`src/hdl/rhsl_pkg.sv`:
```
`timescale 1ns / 1ps
// rhsl_pkg: shared constants and types for the RGB to HSL converter.
// No dependencies.
package rhsl_pkg;

  localparam int CHANNEL_BITS_DEF = 12;

  // Hue is carried in sixteenths of a degree.
  localparam int HUE_BITS   = 13;
  localparam int HUE_Q_BITS = 10;  // one sixty-degree sector, 0..960
  localparam logic [HUE_BITS-1:0] HUE_TURN  = 13'd5760;
  localparam logic [HUE_BITS-1:0] HUE_GREEN = 13'd1920;
  localparam logic [HUE_BITS-1:0] HUE_BLUE  = 13'd3840;

  // Which channel is largest; red wins ties, then green.
  typedef enum logic [1:0] {
    SEC_RED   = 2'd0,
    SEC_GREEN = 2'd1,
    SEC_BLUE  = 2'd2
  } sector_t;

endpackage

```
`src/hdl/rgb_to_hsl_converter.sv`:
```
`timescale 1ns / 1ps
// rgb_to_hsl_converter: pipelined RGB to HSL colour conversion.
// Depends on rhsl_pkg (constants, sector type).

// Takes one pixel per clock while pixel_stall is low and returns one HSL
// result per pixel, in order. NQ = max(CHANNEL_BITS, 10). The pipeline is an
// input register, a max/min stage, a stage that forms the dividends and
// divisors, NQ restoring-division stages (one quotient bit per stage,
// saturation and hue side by side) and an output register. Sustained rate is
// one pixel per clock while hsl_stall is low; stall on the output side only
// holds stages that are full, so bubbles are squeezed out.
module rgb_to_hsl_converter #(
  parameter int CHANNEL_BITS = rhsl_pkg::CHANNEL_BITS_DEF
) (
  input  logic                          clk,
  input  logic                          rst,
  input  logic                          pixel_valid,
  output logic                          pixel_stall,
  input  logic [CHANNEL_BITS-1:0]       red,
  input  logic [CHANNEL_BITS-1:0]       green,
  input  logic [CHANNEL_BITS-1:0]       blue,
  output logic                          hsl_valid,
  input  logic                          hsl_stall,
  output logic [rhsl_pkg::HUE_BITS-1:0] hue,
  output logic [CHANNEL_BITS-1:0]       saturation,
  output logic [CHANNEL_BITS-1:0]       lightness
);
  import rhsl_pkg::*;

  localparam int CB = CHANNEL_BITS;
  localparam int NQ = (CB > HUE_Q_BITS) ? CB : HUE_Q_BITS;
  localparam int W  = CB + NQ;
  localparam int NS = NQ + 4;
  localparam logic [CB:0] FULL = {1'b0, {CB{1'b1}}};

  typedef struct packed {
    sector_t       sector;
    logic          neg;
    logic          gray;
    logic [CB-1:0] light;
  } meta_t;

  // ---------------- valid / advance ----------------
  logic [NS-1:0] vld;
  logic [NS-1:0] adv;

  // A stage may load when it or any stage after it has a free slot, or when hsl_stall is low.
  for (genvar k = 0; k < NS; k++) begin : g_adv
    assign adv[k] = !(&vld[NS-1:k]) || !hsl_stall;
  end

  assign pixel_stall = !adv[0];
  assign hsl_valid   = vld[NS-1];

  always_ff @(posedge clk) begin
    if (rst) begin
      vld <= '0;
    end else begin
      vld <= (adv & {vld[NS-2:0], pixel_valid}) | (~adv & vld);
    end
  end

  // ---------------- stage A: input register ----------------
  logic [CB-1:0] ra, ga, ba;

  always_ff @(posedge clk) begin
    if (adv[0]) begin
      ra <= red;
      ga <= green;
      ba <= blue;
    end
  end

  // ---------------- stage B: max, min, span ----------------
  sector_t       sec_c;
  logic [CB-1:0] mx_c, mn_c, op_p, op_m;
  logic          neg_c;
  logic [CB-1:0] mag_c;
  logic [CB-1:0] span_c;
  logic [CB:0]   sum_c;

  always_comb begin
    if (ra >= ga && ra >= ba) begin
      sec_c = SEC_RED;
      mx_c  = ra;
      op_p  = ga;
      op_m  = ba;
    end else if (ga >= ba) begin
      sec_c = SEC_GREEN;
      mx_c  = ga;
      op_p  = ba;
      op_m  = ra;
    end else begin
      sec_c = SEC_BLUE;
      mx_c  = ba;
      op_p  = ra;
      op_m  = ga;
    end
    mn_c = ra;
    if (ga < mn_c) mn_c = ga;
    if (ba < mn_c) mn_c = ba;
    neg_c  = op_p < op_m;
    mag_c  = neg_c ? (op_m - op_p) : (op_p - op_m);
    span_c = mx_c - mn_c;
    sum_c  = {1'b0, mx_c} + {1'b0, mn_c};
  end

  logic [CB-1:0] span_b, mag_b;
  logic [CB:0]   sum_b;
  meta_t         meta_b;

  always_ff @(posedge clk) begin
    if (adv[1]) begin
      span_b        <= span_c;
      mag_b         <= mag_c;
      sum_b         <= sum_c;
      meta_b.sector <= sec_c;
      meta_b.neg    <= neg_c;
      meta_b.gray   <= (span_c == '0);
      meta_b.light  <= sum_c[CB:1];
    end
  end

  // ---------------- stage C: dividends and divisors ----------------
  logic [CB:0]   den_wide;
  logic [CB-1:0] den_c;
  logic [W-1:0]  num_s_c, num_h_c;

  always_comb begin
    // Divisor never exceeds full scale on either branch.
    den_wide = (sum_b < FULL) ? sum_b : ((FULL << 1) - sum_b);
    den_c    = den_wide[CB-1:0];
    // span * full and |diff| * 960, as shift-and-subtract.
    num_s_c  = (W'(span_b) << CB) - W'(span_b);
    num_h_c  = (W'(mag_b) << 10) - (W'(mag_b) << 6);
  end

  // ---------------- restoring division stages ----------------
  logic [W-1:0]  rem_s [0:NQ];
  logic [W-1:0]  rem_h [0:NQ];
  logic [CB-1:0] den_s [0:NQ];
  logic [CB-1:0] den_h [0:NQ];
  logic [NQ-1:0] q_s   [0:NQ];
  logic [NQ-1:0] q_h   [0:NQ];
  meta_t         md    [0:NQ];

  always_ff @(posedge clk) begin
    if (adv[2]) begin
      rem_s[0] <= num_s_c;
      rem_h[0] <= num_h_c;
      den_s[0] <= den_c;
      den_h[0] <= span_b;
      q_s[0]   <= '0;
      q_h[0]   <= '0;
      md[0]    <= meta_b;
    end
  end

  for (genvar j = 0; j < NQ; j++) begin : g_div
    localparam int SH = NQ - 1 - j;
    logic [W-1:0] sub_s, sub_h;
    logic         ge_s, ge_h;

    assign sub_s = W'(den_s[j]) << SH;
    assign sub_h = W'(den_h[j]) << SH;
    assign ge_s  = rem_s[j] >= sub_s;
    assign ge_h  = rem_h[j] >= sub_h;

    always_ff @(posedge clk) begin
      if (adv[j+3]) begin
        rem_s[j+1] <= ge_s ? (rem_s[j] - sub_s) : rem_s[j];
        rem_h[j+1] <= ge_h ? (rem_h[j] - sub_h) : rem_h[j];
        q_s[j+1]   <= q_s[j] | (ge_s ? (NQ'(1) << SH) : '0);
        q_h[j+1]   <= q_h[j] | (ge_h ? (NQ'(1) << SH) : '0);
        den_s[j+1] <= den_s[j];
        den_h[j+1] <= den_h[j];
        md[j+1]    <= md[j];
      end
    end
  end

  // ---------------- output stage ----------------
  logic [HUE_BITS-1:0] qx, hue_next;
  logic [CB-1:0]       sat_next;
  meta_t               mf;

  always_comb begin
    mf = md[NQ];
    qx = HUE_BITS'(q_h[NQ][HUE_Q_BITS-1:0]);
    case (mf.sector)
      SEC_RED:   hue_next = (mf.neg && qx != '0) ? (HUE_TURN - qx) : qx;
      SEC_GREEN: hue_next = mf.neg ? (HUE_GREEN - qx) : (HUE_GREEN + qx);
      SEC_BLUE:  hue_next = mf.neg ? (HUE_BLUE - qx) : (HUE_BLUE + qx);
      default:   hue_next = '0;
    endcase
    sat_next = q_s[NQ][CB-1:0];
    // Gray: no meaningful quotient, force hue and saturation to zero.
    if (mf.gray) begin
      hue_next = '0;
      sat_next = '0;
    end
  end

  always_ff @(posedge clk) begin
    if (adv[NS-1]) begin
      hue        <= hue_next;
      saturation <= sat_next;
      lightness  <= mf.light;
    end
  end

endmodule
```
`config.mk`:
```
export PLATFORM = sky130hd
export DESIGN_NAME = rgb_to_hsl_converter
export DESIGN_NICKNAME = d
export VERILOG_FILES = /design/src/hdl/rhsl_pkg.sv /design/src/hdl/rgb_to_hsl_converter.sv
export SDC_FILE = /design/constraint.sdc
export NUM_CORES = 2
export LEC_CHECK = 0
export BUFFER_PORTS_ARGS = -buffer_cell sky130_fd_sc_hd__buf_2
export CORE_UTILIZATION = 45
export DETAILED_ROUTE_END_ITERATION = 7
export GPL_TIMING_DRIVEN = 0
export MAX_ROUTING_LAYER = met4
export SYNTH_ARGS = -nofsm -noshare
export SYNTH_HDL_FRONTEND = slang
export SYNTH_SLANG_ARGS = --single-unit
```
`constraint.sdc`:
```
create_clock -name clk -period 12.03 [get_ports clk]
set_clock_uncertainty 0.2 [all_clocks]
set_input_delay 0 -clock clk [delete_from_list [all_inputs] [get_ports clk]]
set_output_delay 0 -clock clk [all_outputs]
set_load 0.005 [all_outputs]
```
==> impl_metrics.tcl <==
set metrics [dict create \
    ys.flop_type "edfxtp_1" \
    io_buffer_count 77 \
    regToRegSetupSlack_ns 4.21 \
    syn_to_final_growth_pct 13.55 \
    cp_max_fo 10 \
    vias 36663 \
    place.gp.congestion 0.9374 \
    peakVddDrop_uv 120.3 \
    worstSetupEndpointType "flop" \
    htreeDepth 4 \
    cts_buffers 136 \
    ys_seq_area_frac 0.6063 \
    drt_iter0_drc 2010 \
    grt_util_all_layers 0.1754 \
    tightest_slew_ns 1.237 \
    cp.arrival_ns 8.16 \
    synth_xor_area_frac 0.05262 \
    synthArstFlopShare 0 \
    die_area_um2 138700 \
    synth_top_family_by_area "compound AO/OA/AOI/OAI gates" \
    instances_no_fill 7168 \
    synth_area_leaders "edfxtp_1 (60%), ha_1 (8.2%), xnor2_1 (2.9%), a21oi_1 (2.8%), inv_1 (2.8%)" \
    placed_cells 6841 \
    netlist_area_um2 61750 \
    grt-ovfl-total 0 \
    cap_violations 0 \
    drc 0 \
    core_um2 135800 \
    final_nets 5750 \
    ys_warn_count 0 \
    outcome "complete, no violations" \
    clockBufferDepth 3 \
    worst_slack_ns 4.212 \
    fin_total_pwr_mw 22.30 \
    synth_compound_area_frac 0.1013 \
    cp.required_ns 12.37 \
    hold_violations 0 \
    wl_per_cell_um 16.35 \
    first_pass_iters 5 \
    worstSetupPathType "reg2reg" \
    slew_violations 0 \
    wl_met2_um 62040 \
    tritoncts "done" \
    synth_fa_ha_area_frac 0.09049 \
    synth-edff-count 1236 \
    die_h_um 372.4 \
    min_path_type "in2reg" \
    place_hpwl_um 88960 \
    synthCells 4965 \
    preCtsSetupSlack_ns 4.155 \
    crit_buf_inv 4 \
    rsz0062_at_grt "no" \
    synth_top_area_share 0.6011 \
    finalSetupViolCount 0 \
    avgSynthCellArea_um2 12.44 \
    critical_path.slowest_cell "clkbuf_1" \
    routed_wl_um 117200 \
    hold_depth 3 \
    synth_mux_area_frac 0.01732 \
    grt_pass1_vias 37259 \
    slew_headroom 0.1689 \
    ctsResizeCount 0 \
    grt_pass1_wl_um 187800 \
    cts_setup_buffers 0 \
    period_minus_slack_ns 7.818 \
    cts.sink_count 1252 \
    n_fill_cell 11646 \
    path_depth 29 \
    ios 79 \
    cp_common_cell "a21oi_1" \
    insertion_delay_ns 0.75 \
    grt_max_degree 79 \
    drive_above_1_share 0.07017 \
    dr_wl_met3_um 3393 \
    synth-seq-cells 1252 \
    r2r_cells 29 \
    slowest_delay_ns 0.64 \
    rows 135 \
    die_w_um 372.4 \
    fin_crit_sh 0.6499 \
    drtAntennaViolNets 0 \
    fin_tns_setup_ns 0 \
    clk_pin_slew_ns 0.06 \
    cp_top_family "compound AO/OA/AOI/OAI gates" \
    cts_hold_buffers 80 \
    fmax_mhz 127.9 \
    initial_core_util 0.4547 \
    vias_per_cell 5.115 \
    clockRootBuffer "clkbuf_16" \
    yosysTopAreaCell "edfxtp_1" \
    p_leak_nw 28.32 \
    syn_nets 5436 \
    diodes 0 \
    startpoint_type "flop" \
    ys_types 87 \
    antenna_found_initial 1 \
    synth-simple-area-share 0.09834 \
    wl_met1_um 47480 \
    p_per_area_nw_per_um2 318.0 \
    top_layer "met4" \
]
[per-layer routing]
layer / GRT usage / vias up
met3: 0.02683 / 252
met4: 0.07166 / 0
met2: 0.3236 / 539
met1: 0.1856 / 17166
li1: - / 18706
met5: - / -
[power breakdown]
group	total (mW)	switching, mW	internal, mW
Combinational	9.14	4.96	4.18
Sequential	9.05	1.22	7.83
Clock	4.11	1.67	2.44
Total	22.3	7.85	14.4
[kinds of logic after synthesis]
logic type | count (synthesis)
XOR/XNOR | 371
multiplexers | 102
AND/OR/NAND/NOR | 1244
adder cells (fa/ha/maj) | 431
AO/OA/AOI/OAI | 1020
buffers and inverters | 545
flip-flops | 1252
[synthesized netlist by cell type (all sizes together) (46+ instances only)]
master  instances
ha            405
mux2i          63
a21oi         352
nand2         318
a21o          144
inv           462
nor4           53
nor2b          93
nand3          66
nor2          346
nor3           92
nand2b         80
xor2          164
edfxtp       1236
clkbuf         70
or3            46
xnor2         207
o21ai         287
[stage by stage]
step	cell area, µm²	hold WS, ns	utilization
after detailed placement	64860	-0.02191	0.4776
after CTS	70110	0.01437	0.5163
final	70120	0.07482	0.5163
after floorplan	61750	-0.1011	-
after global routing	70120	0.06817	0.5163
after global placement	64360	-0.02381	0.4739
[cell usage in the layout (no fill, tap or decap), types with 15 or more instances in the layout]
| master | n |
|---|---|
| and3_1 | 15 |
| bufinv_16 | 15 |
| or3_1 | 45 |
| and2_1 | 15 |
| nor4_1 | 53 |
| mux2_2 | 37 |
| a21oi_1 | 350 |
| o21ai_0 | 282 |
| o31ai_1 | 26 |
| o21bai_1 | 27 |
| clkinv_1 | 31 |
| a21o_1 | 144 |
| clkbuf_1 | 91 |
| fa_1 | 26 |
| mux2i_1 | 63 |
| o211ai_1 | 18 |
| a21boi_0 | 33 |
| dfxtp_1 | 16 |
| ha_1 | 405 |
| buf_2 | 82 |
| dlygate4sd3_1 | 80 |
| nor2_1 | 346 |
| nor3_1 | 92 |
| nor2b_1 | 93 |
| edfxtp_1 | 1236 |
| clkbuf_16 | 138 |
| nand2b_1 | 80 |
| nand3_1 | 63 |
| clkinv_2 | 21 |
| xor2_1 | 164 |
| inv_1 | 455 |
| nand4_1 | 38 |
| xnor2_1 | 207 |
| nand2_1 | 312 |
| o21a_1 | 19 |
| nand4b_1 | 15 |
[final cells by class]
class	count	area, µm²	area share
sequential	1252	37440	0.5339
multi-input combinational	3168	22300	0.3180
clock buffer	159	3532	0.05037
tap	1781	2228	0.03178
inverter	462	1747	0.02491
timing repair buffer	176	1609	0.02295
clock inverter	87	922.1	0.01315
buffer	83	342.8	0.004889
[state kept, by name, indices dropped and copies added (netlist names), 11 cells and up, named ones only]
register	count
mag_b	12
saturation	12
rem_s	276
ga	12
q_h	55
den_s	140
q_s	78
ra	12
span_b	11
md	208
den_h	136
lightness	12
rem_h	230
hue	13
ba	12
sum_b	13
[path summary, 6_finish.rpt]
kind                            startpoint          to
worst max-delay path                 ra[1]  meta_b[12]
worst min-delay path                   rst        flop
worst max register to register       ra[1]  meta_b[12]
worst min register to register   md[0][90]  md[0][106]
[worst register-to-register path: cells and delay by family, from the launching register on]
family	cells	cell delay, ns
buffers and inverters	4	1.44
AOI/OAI and AO/OA	11	1.88
DFF	1	0.58
xor gates and xnor gates	1	0.13
adders and majority gates	3	0.97
and+or+nand+nor	8	1.86
muxes	2	0.58
Note: power is estimated with default switching activity, not from simulation.
